### config.mk
export PLATFORM = sky130hd
export DESIGN_NAME = min_coin_change_solver
export DESIGN_NICKNAME = d
export VERILOG_FILES = /design/src/sv/mcc_pkg.sv /design/src/sv/mcc_ram.sv /design/src/sv/mcc_ctrl.sv /design/src/sv/mcc_datapath.sv /design/src/sv/min_coin_change_solver.sv
export SDC_FILE = /design/constraint.sdc
export NUM_CORES = 2
export LEC_CHECK = 0
export ABC_AREA = 1
export BUFFER_PORTS_ARGS = -buffer_cell sky130_fd_sc_hd__buf_2
export CORE_ASPECT_RATIO = 2
export CORE_MARGIN = 5
export CORE_UTILIZATION = 48
export CTS_BUF_LIST = sky130_fd_sc_hd__clkbuf_8
export CTS_CLUSTER_SIZE = 10
export DETAILED_ROUTE_END_ITERATION = 8
export PLACE_DENSITY = 0.62
export SLEW_MARGIN = 20
export SYNTH_ARGS = -nofsm -noshare
export SYNTH_HDL_FRONTEND = slang
export SYNTH_SLANG_ARGS = --single-unit
export TNS_END_PERCENT = 5
### constraint.sdc
create_clock -name clock -period 4.6 [get_ports clock]
set_input_delay 1.15 -clock clock [delete_from_list [all_inputs] [get_ports clock]]
set_output_delay 1.15 -clock clock [all_outputs]
set_load 0.02 [all_outputs]
### src/sv/mcc_pkg.sv
package mcc_pkg;

   localparam int MAX_AMOUNT = 64;
   localparam int MAX_DENOMS = 16;

   localparam int VAL_W   = 16;
   localparam int COUNT_W = 7;
   localparam int AMT_W   = $clog2(MAX_AMOUNT + 1);
   localparam int DIDX_W  = (MAX_DENOMS > 1) ? $clog2(MAX_DENOMS) : 1;
   localparam int DCNT_W  = $clog2(MAX_DENOMS + 1);
   localparam int ENTRY_W = COUNT_W + DIDX_W;
   localparam int RSP_W   = 24;

   typedef enum logic [1:0] {
      OP_LOAD  = 2'd0,
      OP_SOLVE = 2'd1,
      OP_CLEAR = 2'd2,
      OP_NONE  = 2'd3
   } opcode_type;

   typedef enum logic [1:0] {
      ST_COIN    = 2'd0,
      ST_UNREACH = 2'd1,
      ST_RANGE   = 2'd2
   } status_type;

   typedef struct packed {
      logic load;
      logic clear;
      logic start;
      logic issue;
      logic write;
      logic bt_read;
      logic bt_emit;
      logic report;
   } cmd_type;

   typedef struct packed {
      logic value_zero;
      logic value_big;
      logic count_zero;
      logic last_idx;
      logic a_done;
      logic unreachable;
      logic bt_last;
      logic out_free;
   } stat_type;

endpackage

### src/sv/mcc_ram.sv
module mcc_ram #(
   parameter int WIDTH = 8,
   parameter int DEPTH = 16
) (
   input  logic                              clock,
   input  logic                              we,
   input  logic [$clog2(DEPTH)-1:0]          waddr,
   input  logic [WIDTH-1:0]                  wdata,
   input  logic [$clog2(DEPTH)-1:0]          raddr,
   output logic [WIDTH-1:0]                  rdata
);

   logic [WIDTH-1:0] mem_ff [DEPTH];
   logic [WIDTH-1:0] rdata_ff;

   always_ff @(posedge clock) begin
      if (we) begin
         mem_ff[waddr] <= wdata;
      end
      rdata_ff <= mem_ff[raddr];
   end

   assign rdata = rdata_ff;

endmodule

### src/sv/mcc_ctrl.sv
module mcc_ctrl (
   input  logic                clock,
   input  logic                reset,
   input  logic                req_tvalid,
   output logic                req_tready,
   input  logic [1:0]          opcode,
   input  mcc_pkg::stat_type   stat,
   output mcc_pkg::cmd_type    cmd
);
   import mcc_pkg::*;

   typedef enum logic [6:0] {
      S_IDLE    = 7'b0000001,
      S_ISSUE   = 7'b0000010,
      S_FINISH  = 7'b0000100,
      S_WRITE   = 7'b0001000,
      S_BT_READ = 7'b0010000,
      S_BT_EMIT = 7'b0100000,
      S_REPORT  = 7'b1000000
   } state_type;

   state_type state_ff, state_in;
   logic      accept;

   assign req_tready = (state_ff == S_IDLE);
   assign accept     = req_tvalid && req_tready;

   always_comb begin
      state_in = state_ff;
      cmd      = '0;
      unique case (state_ff)
         S_IDLE: begin
            if (accept) begin
               unique case (opcode)
                  OP_LOAD:  cmd.load = 1'b1;
                  OP_CLEAR: cmd.clear = 1'b1;
                  OP_SOLVE: begin
                     cmd.start = 1'b1;
                     if (stat.value_zero || stat.value_big || stat.count_zero) begin
                        state_in = S_REPORT;
                     end else begin
                        state_in = S_ISSUE;
                     end
                  end
                  default: ;
               endcase
            end
         end
         S_ISSUE: begin
            cmd.issue = 1'b1;
            if (stat.last_idx) begin
               state_in = S_FINISH;
            end
         end
         S_FINISH: begin
            state_in = S_WRITE;
         end
         S_WRITE: begin
            cmd.write = 1'b1;
            if (!stat.a_done) begin
               state_in = S_ISSUE;
            end else if (stat.unreachable) begin
               state_in = S_REPORT;
            end else begin
               state_in = S_BT_READ;
            end
         end
         S_BT_READ: begin
            cmd.bt_read = 1'b1;
            state_in    = S_BT_EMIT;
         end
         S_BT_EMIT: begin
            // keep the table read on the current remainder while stalled
            cmd.bt_read = 1'b1;
            if (stat.out_free) begin
               cmd.bt_emit = 1'b1;
               state_in    = stat.bt_last ? S_IDLE : S_BT_READ;
            end
         end
         S_REPORT: begin
            if (stat.out_free) begin
               cmd.report = 1'b1;
               state_in   = S_IDLE;
            end
         end
         default: state_in = S_IDLE;
      endcase
   end

   always_ff @(posedge clock) begin
      if (reset) begin
         state_ff <= S_IDLE;
      end else begin
         state_ff <= state_in;
      end
   end

endmodule

### src/sv/mcc_datapath.sv
module mcc_datapath (
   input  logic                          clock,
   input  logic                          reset,
   input  logic [mcc_pkg::VAL_W-1:0]     value,
   input  mcc_pkg::cmd_type              cmd,
   output mcc_pkg::stat_type             stat,
   output logic                          rsp_tvalid,
   input  logic                          rsp_tready,
   output logic [mcc_pkg::RSP_W-1:0]     rsp_tdata,
   output logic [1:0]                    rsp_tuser,
   output logic                          rsp_tlast
);
   import mcc_pkg::*;

   logic [VAL_W-1:0]   denom_ff [MAX_DENOMS];
   logic [DCNT_W-1:0]  count_ff;
   logic [AMT_W-1:0]   amount_ff;
   logic [AMT_W-1:0]   a_ff;
   logic [AMT_W-1:0]   rem_ff;
   logic [DIDX_W-1:0]  idx_ff;
   logic [COUNT_W-1:0] best_ff;
   logic [VAL_W-1:0]   best_val_ff;
   logic [DIDX_W-1:0]  best_idx_ff;
   logic [COUNT_W-1:0] total_ff;
   logic [1:0]         rep_status_ff;

   logic               s_valid_ff;
   logic               s_prevzero_ff;
   logic [VAL_W-1:0]   s_d_ff;
   logic [DIDX_W-1:0]  s_idx_ff;

   logic               out_valid_ff;
   logic [1:0]         out_status_ff;
   logic [COUNT_W-1:0] out_count_ff;
   logic [VAL_W-1:0]   out_coin_ff;
   logic               out_last_ff;

   logic [DIDX_W-1:0]  denom_addr;
   logic [VAL_W-1:0]   d;
   logic               d_ok;
   logic [AMT_W-1:0]   prev;
   logic [COUNT_W-1:0] rd_count;
   logic [DIDX_W-1:0]  rd_idx;
   logic [COUNT_W-1:0] m;
   logic [COUNT_W-1:0] c;
   logic               better;
   logic [ENTRY_W-1:0] ram_rdata;
   logic [AMT_W-1:0]   ram_raddr;

   mcc_ram #(
      .WIDTH (ENTRY_W),
      .DEPTH (MAX_AMOUNT + 1)
   ) u_table (
      .clock (clock),
      .we    (cmd.write),
      .waddr (a_ff),
      .wdata ({best_idx_ff, best_ff}),
      .raddr (ram_raddr),
      .rdata (ram_rdata)
   );

   assign rd_count = ram_rdata[COUNT_W-1:0];
   assign rd_idx   = ram_rdata[ENTRY_W-1:COUNT_W];

   always_comb begin
      denom_addr = cmd.bt_read ? rd_idx : idx_ff;
      d          = denom_ff[denom_addr];
      d_ok       = (d != '0) && (d <= VAL_W'(a_ff));
      prev       = a_ff - d[AMT_W-1:0];
      ram_raddr  = cmd.bt_read ? rem_ff : prev;
      m          = s_prevzero_ff ? '0 : rd_count;
      c          = m + COUNT_W'(1);
      better     = s_valid_ff && (s_prevzero_ff || (rd_count != '0)) &&
                   ((best_ff == '0) || (c < best_ff) ||
                    ((c == best_ff) && (s_d_ff < best_val_ff)));
   end

   always_comb begin
      stat.value_zero  = (value == '0);
      stat.value_big   = (value > VAL_W'(MAX_AMOUNT));
      stat.count_zero  = (count_ff == '0);
      stat.last_idx    = ((DCNT_W'(idx_ff) + DCNT_W'(1)) == count_ff);
      stat.a_done      = (a_ff == amount_ff);
      stat.unreachable = (best_ff == '0);
      stat.bt_last     = (VAL_W'(rem_ff) == d);
      stat.out_free    = !out_valid_ff || rsp_tready;
   end

   always_ff @(posedge clock) begin
      if (cmd.load && (value != '0) && (count_ff < DCNT_W'(MAX_DENOMS))) begin
         denom_ff[count_ff[DIDX_W-1:0]] <= value;
      end
      if (cmd.start) begin
         amount_ff     <= value[AMT_W-1:0];
         rem_ff        <= value[AMT_W-1:0];
         a_ff          <= AMT_W'(1);
         idx_ff        <= '0;
         rep_status_ff <= (value > VAL_W'(MAX_AMOUNT)) ? ST_RANGE : ST_UNREACH;
      end
      if (cmd.issue) begin
         s_prevzero_ff <= (prev == '0);
         s_d_ff        <= d;
         s_idx_ff      <= idx_ff;
         idx_ff        <= idx_ff + DIDX_W'(1);
      end
      if (better) begin
         best_ff     <= c;
         best_val_ff <= s_d_ff;
         best_idx_ff <= s_idx_ff;
      end
      if (cmd.start || cmd.write) begin
         best_ff <= '0;
      end
      if (cmd.write) begin
         total_ff <= best_ff;
         a_ff     <= a_ff + AMT_W'(1);
         idx_ff   <= '0;
      end
      if (cmd.bt_emit) begin
         rem_ff        <= rem_ff - d[AMT_W-1:0];
         out_status_ff <= ST_COIN;
         out_count_ff  <= total_ff;
         out_coin_ff   <= d;
         out_last_ff   <= (VAL_W'(rem_ff) == d);
      end
      if (cmd.report) begin
         out_status_ff <= rep_status_ff;
         out_count_ff  <= '0;
         out_coin_ff   <= '0;
         out_last_ff   <= 1'b1;
      end
   end

   always_ff @(posedge clock) begin
      if (reset) begin
         count_ff     <= '0;
         s_valid_ff   <= 1'b0;
         out_valid_ff <= 1'b0;
      end else begin
         if (cmd.clear) begin
            count_ff <= '0;
         end else if (cmd.load && (value != '0) && (count_ff < DCNT_W'(MAX_DENOMS))) begin
            count_ff <= count_ff + DCNT_W'(1);
         end
         s_valid_ff <= cmd.issue && d_ok;
         if (cmd.bt_emit || cmd.report) begin
            out_valid_ff <= 1'b1;
         end else if (rsp_tready) begin
            out_valid_ff <= 1'b0;
         end
      end
   end

   assign rsp_tvalid = out_valid_ff;
   assign rsp_tdata  = {{(RSP_W - COUNT_W - VAL_W){1'b0}}, out_coin_ff, out_count_ff};
   assign rsp_tuser  = out_status_ff;
   assign rsp_tlast  = out_last_ff;

endmodule

### src/sv/min_coin_change_solver.sv
// Minimum coin change solver. Send items with req_tuser as the opcode: load a
// denomination (zero and loads beyond the table size are dropped), solve for the
// amount in req_tdata, or clear the denominations. A solve streams one result
// per coin on rsp with the total coin count, tlast on the final coin; a zero or
// unreachable amount gives a single status 1 result, an amount above the table
// limit a single status 2 result. A solve of amount A with N loaded denominations
// fills the count table for amounts 1 to A, reading one entry per denomination
// through the single read port of the table memory before writing each amount's
// entry, then backtracks one coin per result, holding while rsp is stalled. The
// table memory needs no clearing after reset.
module min_coin_change_solver (
   input  logic                          clock,
   input  logic                          reset,
   input  logic                          req_tvalid,
   output logic                          req_tready,
   input  logic [mcc_pkg::VAL_W-1:0]     req_tdata,  // value
   input  logic [1:0]                    req_tuser,  // opcode
   output logic                          rsp_tvalid,
   input  logic                          rsp_tready,
   output logic [mcc_pkg::RSP_W-1:0]     rsp_tdata,  // coin_count, coin_value
   output logic [1:0]                    rsp_tuser,  // status
   output logic                          rsp_tlast
);
   import mcc_pkg::*;

   cmd_type  cmd;
   stat_type stat;

   mcc_ctrl u_ctrl (
      .clock      (clock),
      .reset      (reset),
      .req_tvalid (req_tvalid),
      .req_tready (req_tready),
      .opcode     (req_tuser),
      .stat       (stat),
      .cmd        (cmd)
   );

   mcc_datapath u_datapath (
      .clock      (clock),
      .reset      (reset),
      .value      (req_tdata),
      .cmd        (cmd),
      .stat       (stat),
      .rsp_tvalid (rsp_tvalid),
      .rsp_tready (rsp_tready),
      .rsp_tdata  (rsp_tdata),
      .rsp_tuser  (rsp_tuser),
      .rsp_tlast  (rsp_tlast)
   );

   a_status_final: assert property (@(posedge clock) disable iff (reset)
      rsp_tvalid && (rsp_tuser != ST_COIN) |-> rsp_tlast && (rsp_tdata == '0))
      else $error("non-coin result not final or not zero");

   a_coin_nonzero: assert property (@(posedge clock) disable iff (reset)
      rsp_tvalid && (rsp_tuser == ST_COIN) |->
         (rsp_tdata[COUNT_W-1:0] != '0) && (rsp_tdata[COUNT_W+VAL_W-1:COUNT_W] != '0))
      else $error("coin result with zero count or value");

   a_no_bad_status: assert property (@(posedge clock) disable iff (reset)
      rsp_tvalid |-> ((rsp_tuser == ST_COIN) || (rsp_tuser == ST_UNREACH) ||
                      (rsp_tuser == ST_RANGE)))
      else $error("reserved status code on output");

   a_solve_busy: assert property (@(posedge clock) disable iff (reset)
      req_tvalid && req_tready && (req_tuser == OP_SOLVE) |=> !req_tready)
      else $error("solve accepted without leaving idle");

endmodule
Yosys cells after proc, flatten, opt, wreduce, memory -nomap -nowiden
Memories as Yosys holds them, arrays and structs flattened. A register that Yosys moved wholly into a read port is not among the register bits.
Cells that the tools add are included.
- $lt $le $gt $ge: 5
- reduce and logical (&&, ||, !) cells: 33
- $add $sub $neg: 7
- mux-type cells: 39
- equality and inequality tests: 18
- operators with widths (cell ; number):
    7-bit two-way mux ; 14
    7-bit one-hot mux with 7 select lines ; 1
    16-bit nonzero test ; 2
    7-bit by 16-bit == test with 1-bit output ; 1
    16-bit by 7-bit > comparator with 1-bit output (second input constant) ; 1
    16-bit by 7-bit less-or-equal comparator with 1-bit output ; 1
    16-bit logical NOT ; 1
    16-bit less-than comparator ; 1
    1-bit two-way mux ; 15
    7-bit by 1-bit adder with 7-bit output (second input constant) ; 2
    7-bit == test ; 2
    7-bit logical NOT ; 2
    7-bit subtractor ; 2
    4-bit two-way mux ; 3
    2-bit != test (second input constant) ; 5
    2-bit nonzero test ; 5
    1-bit logical AND ; 8
    1-bit logical OR ; 8
    7-bit by 1-bit == test with 1-bit output (second input constant) ; 1
    7-bit by 2-bit == test with 1-bit output (second input constant) ; 1
    7-bit by 3-bit == test with 1-bit output (second input constant) ; 1
    7-bit by 4-bit == test with 1-bit output (second input constant) ; 1
    7-bit by 5-bit == test with 1-bit output (second input constant) ; 1
    7-bit by 6-bit == test with 1-bit output (second input constant) ; 1
    other kinds (18) ; 22
- register bits: 122
- memory bits (writable): 971
- memories: 2
- logic and storage cells: 124
- memories (memory ; depth ; bits a word ; rd ports ; clocked after memory_dff ; wr ports ; RTL line ; source):
    u_datapath.u_table.mem_ff ; 65 ; 11 ; 1 ; 1 ; 1 ; mcc_ram.sv:13 ; logic [WIDTH-1:0] mem_ff [DEPTH];
    u_datapath.denom_ff ; 16 ; 16 ; 1 ; 0 ; 1 ; mcc_datapath.sv:15 ; logic [VAL_W-1:0] denom_ff [MAX_DENOMS];

Depth between registers and ports, before layout
An unclocked memory read counts as a cell.
- depth after elaboration: 9
- mapped depth: 31

By module
From an unflattened synthesis, not the netlist that was laid out.
- cell total of the unflattened synthesis: 4092
- area total of the unflattened synthesis: 46353.2 um^2
- by module, submodules not included (module ; cells an instance ; area each (um^2) ; instances ; seq. area each (um^2)):
    mcc_ram ; 2469 ; 29251.8 ; 1 ; 21690.8
    mcc_datapath ; 1527 ; 16523.3 ; 1 ; 10720.3
    mcc_ctrl ; 96 ; 578.1 ; 1 ; 140.1

Least setup slack after synthesis
Ideal clock, no wire load.
- path kind: flip-flop to flip-flop
- start point: reg u_ctrl.state_ff[3]
- end point: reg u_datapath.u_table.rdata_ff[9], in the netlist u_datapath.u_table.rdata[9] (read register of u_datapath.u_table.mem_ff)
- data required time: 4.541 ns
- setup slack: 0.691 ns
- setup time: 0.059 ns
- arrival: 3.850 ns
- stages on the path, launching flop included: 27
- cells stage by stage: dfxtp_1 -> inv_2 -> nand2_2 -> nor2_4 -> nand2_4 -> nand3_1 -> nand2_1 -> buf_6 -> buf_2 -> buf_2 -> o21bai_1 -> o211ai_1 -> nand3_1 -> nand2_1 -> ha_1 -> fa_1 -> o21ai_2 -> buf_2 -> clkbuf_1 -> o211ai_1 -> o211ai_1 -> nand3_1 -> nand3_1 -> nand3_1 -> nand2_1 -> nand2_1 -> nand2_1
- longest elaborated chain between the ends: 7
- elaborated cells on any way between the ends: 8
- those cells by class: add/sub (1); eq/ne (2); mux (3); reduce/logical (1); memory (1)
- ends and longest elaborated chain (what ; RTL line ; source):
    from (decl) ; mcc_ctrl.sv:22 ; state_type state_ff, state_in;
    from (signal assigned) ; mcc_ctrl.sv:94 ; state_ff <= state_in;
    7-bit by 5-bit == test with 1-bit output or 7-bit by 6-bit == test with 1-bit output (tied branches) ; mcc_ctrl.sv:31 ; unique case (state_ff)
    2-bit OR reduction (no source line) * ; - ;
    1-bit two-way mux * ; mcc_ctrl.sv:31 ;
    4-bit two-way mux * ; mcc_datapath.sv:66 ; denom_addr = cmd.bt_read ? rd_idx : idx_ff;
    memory 16 x 16 bit * ; - ;
    net u_datapath.d[0] ; mcc_datapath.sv:39 ; logic [VAL_W-1:0] d;
    7-bit subtractor * ; mcc_datapath.sv:69 ; prev = a_ff - d[AMT_W-1:0];
    7-bit two-way mux * ; mcc_datapath.sv:70 ; ram_raddr = cmd.bt_read ? rem_ff : prev;
    to (decl) ; mcc_ram.sv:14 ; logic [WIDTH-1:0] rdata_ff;
The timed path passes the listed nets; every way through them passes the cells marked *.
A chain may end at the register's enable or synchronous reset.

Final worst setup path
- start point: reg u_ctrl.state_ff[1]
- end point: reg u_datapath.u_table.rdata_ff[6], in the netlist u_datapath.u_table.rdata[6] (read register of u_datapath.u_table.mem_ff)
Same word-level chain as after synthesis.

==> metrics.md <==
| Metric | Value |
|---|---|
| Outcome | `finished, final reports clean` |
| Final critical-path share of the clock period | `0.9696` |
| Number of flops mapped to enable cells by yosys | `1044` |
| Slew Limit Fails | `0` |
| Final instance area | `between 50000 and 60000 µm²` |
| Pre-CTS WS | `-0.1270 ns` |
| Arrival @ worst endpoint | `5.22 ns` |
| Die area | `approximately 100000 µm²` |
| Netlist Area Pre-Place | `45510 µm²` |
| Site Rows | `159` |
| CTS tree | `yes` |
| Worst min path class | `reg -> reg` |
| Largest family of logic cells by synthesized area | `simple AND/OR/NAND/NOR gates` |
| Avg WL per Cell | `25.38 µm` |
| Global-route wire length before repair | `194900 µm` |
| Maxcap violations | `0` |
| Clock Sink Count | `1104` |
| Setup repair after global routing missed its margin | `yes` |
| Crit end category | `flip-flop` |
| Num ports | `51` |
| Final Critical Period | `4.460 ns` |
| Rel. slew slack | `0.3323` |
| Die width | `between 200 and 250 µm` |
| Critical path data required time | `around 5.4 ns` |
| Initial antenna violation count | `4` |
| Critical path class | `reg -> reg` |
| H-tree lvl count | `4` |
| Clk slew on worst S/H paths | `0.06 ns` |
| Peak Freq | `0.2242 GHz` |
| Pre-Repair DR Iteration Count | `5` |
| Post-synth cell types | `50` |
| Clock buffer depth | `3` |
| Initial DRC count | `2303` |
| DP HPWL | `between 90000 and 100000 µm` |
| Vias per inst | `5.772` |
| Hold slack final | `a little over 0.4 ns` |
| Synth Area in Simple Gates | `0.1219` |
| Syn Inst Count | `3674` |
| Core Box Area | `roughly 94000 µm²` |
| Register area share after synthesis | `0.7152` |
| Final Routed Wirelength | `around 140000 µm` |
| CTS Buf Count | `146` |
| CP Max Fanout | `18` |
| PwrDens | `602.3 nW/µm²` |
| Placed Area | `49080 µm²` |
| Static leakage | `17.71 nW` |
| Clk root buf | `clkbuf_8` |
| Post-route setup slack | `around 0.14 ns` |
| Routability congestion estimate | `0.9333` |
| Final setup violation count | `0` |
| Xor/xnor share of the synthesized area | `0.004234` |
| Syn nets | `3747` |
| Setup_tns | `0 ns` |
| Final hold vios | `0` |
| Peak VDD IR | `about 0.45 mV` |
| Syn-to-layout area delta | `14.55%` |
| Util after Layout | `0.5541` |
| DRC viols | `0` |
| #FFs+latches synth | `1104` |
| GRT Util Overall | `0.2581` |
| Startpoint types | `flip-flop` |
| Largest net degree at the start of global routing | `77` |
| Clk_lat worst skew | `0.82 ns` |
| Post-Syn Area per Cell | `between 10 and 15 µm²` |
| Mux share of post-synthesis cell area | `0` |
| ANT nets after route | `0` |
| Adder-Cell Fraction of Synth Area | `0.01435` |
| Via count | `30.72k` |
| Die Y | `445.5 µm` |
| Asr flop ratio synth | `0` |
| Yosys warns | `0` |
| Worst slew pin tran | `0.9910 ns` |
| Main flop type after synthesis | `edfxtp_1` |
| Total grt overflow | `0` |
| Initial Util | `0.4837` |
| Number of global-route vias before repair | `31.13k` |
| Nets@finish | `4074` |
| Port Buffers | `49` |
| Hold_buf cts | `0` |
| Max Clock Skew | `0.03368 ns` |
| Layout cells sized above 1 | `0.1697` |
| Synth Area in Compound Gates | `0.09998` |
## sequential cells by signal, indices dropped and copies added (netlist names), 11 cells and up
register                   cells
u_datapath.best_val_ff        16
u_datapath.denom_ff          256
u_datapath.u_table.rdata      11
u_datapath.s_d_ff             16
u_datapath.u_table.mem_ff    715
u_datapath.out_coin_ff        16
## cells in the final DEF (no fill, tap or decap), types with 12 or more instances in the layout
cell type  Yosys  layout
a21oi_1       48      48
buf_12         0      24
ha_1          49      48
o21ai_0      411     409
nor2_1       424     408
buf_2         74      49
clkbuf_8       0     153
dfxtp_1       60      51
or2_2         50      50
xor2_1        17      17
o211ai_1     150     150
nand4_1       12      12
inv_2         19      18
nor4_1        13      12
clkinv_1       1      29
nor2_2         0      16
o221ai_1     100      98
clkinv_2       0      13
inv_1        260     310
nand3_1      382     381
o21ai_1       16      16
nand2_1      347     344
edfxtp_1    1044    1044
buf_4         15     303
## cells in the mapped netlist (3+ instances only)
master,number,area share
nand2_4,3,0.00074
clkbuf_1,115,0.0095
dfxtp_1,60,0.026
a21oi_1,48,0.0053
nor3_1,8,0.00088
o21ai_2,5,0.00096
nand3b_1,4,0.00066
o21ai_0,411,0.045
nand2_2,7,0.00096
edfxtp_1,1044,0.69
xor2_1,17,0.0033
o21ai_1,16,0.0018
o21a_1,3,0.00049
buf_4,15,0.0025
inv_1,260,0.021
nand3_1,382,0.042
nor4_1,13,0.0018
buf_2,74,0.0081
ha_1,49,0.013
nor2_1,424,0.035
xnor2_1,5,0.00096
o221ai_1,100,0.019
nand2_1,347,0.029
or2_2,50,0.0069
nand4_1,12,0.0016
o211ai_1,150,0.025
o22ai_1,3,0.00041
buf_6,4,0.00099
inv_2,19,0.0016
## critical path, stage by stage (launching register included)
cell,delay [ns]
dfxtp_1,0.35
inv_2,0.07
nand2_4,0.09
nor2_4,0.07
nand2_4,0.15
nand2_8,0.09
buf_4,0.15
o21ai_4,0.16
buf_12,0.15
o21ai_0,0.09
o221ai_1,0.18
nand3_1,0.13
nand2_2,0.11
ha_2,0.19
fa_1,0.46
o21ai_4,0.26
buf_4,0.18
buf_12,0.16
buf_4,0.21
buf_4,0.19
o21ai_0,0.11
o221ai_1,0.34
nand3_1,0.11
nand3_1,0.13
nand3_1,0.09
nand2_1,0.06
nand2_1,0.05
nand2_1,0.06
## where the power goes
| part | internal, W | total [W] | leakage (nW) | switching, W |
|---|---|---|---|---|
| Sequential | 0.0111 | 0.0112 | 8.91 | 0.000141 |
| Clock | 0.00337 | 0.00699 | 1.56 | 0.00362 |
| Combinational | 0.00449 | 0.0132 | 7.24 | 0.00870 |
## layer usage
metal,GRT usage,vias to the layer above,wire length (µm)
met5,0,-,5
met1,0.2481,15060,42540
met2,0.5027,1183,74880
met4,0.1776,2,11110
met3,0.03457,459,6508
li1,-,14010,-
## logic make-up after synthesis
family	after synthesis
other	1
adders and majority gates	51
and+or+nand+nor	1261
AOI/OAI and AO/OA	746
buffers and inverters	489
DFF	1104
xor gates and xnor gates	22
## timing repair
action	in CTS	in global routing
endpoints found under the setup margin	9	12
pin swaps	0	12
gates cloned	0	7
buffers inserted	0	16
gates resized for setup	2	23
## stage by stage
step,instances,power [W]
after floorplan,3674,0.01825
after global placement,5037,0.02416
after detailed placement,5037,0.02424
after CTS,5298,0.03118
after global routing,5322,0.03287
final,5322,0.03140
## final timing paths
path / to / cells past startpoint / start / slack, ns
setup / recovery: u_datapath.u_table.rdata[6]$_DFF_P_ / 27 / u_ctrl.state_ff[1]$_SDFFE_PP0P_ / 0.14
hold reg to reg: u_datapath.best_idx_ff[2]$_DFFE_PP_ / 0 / u_datapath.s_idx_ff[2]$_DFFE_PP_ / 0.41
hold / removal: u_datapath.best_idx_ff[2]$_DFFE_PP_ / 0 / u_datapath.s_idx_ff[2]$_DFFE_PP_ / 0.41
setup reg to reg: u_datapath.u_table.rdata[6]$_DFF_P_ / 27 / u_ctrl.state_ff[1]$_SDFFE_PP0P_ / 0.14
## layout make-up
class / count / area [µm²]
inverters: 280 / 1067
multi-input cells: 2086 / 11180
well taps: 1207 / 1510
repair buffers: 383 / 3107
flip-flops and latches: 1104 / 32560
clock buffers: 153 / 2106
diodes: 1 / 2.502
fillers: 7888 / 41960
clock inverters: 108 / 600.6
Note: power is estimated with default switching activity, not from simulation.
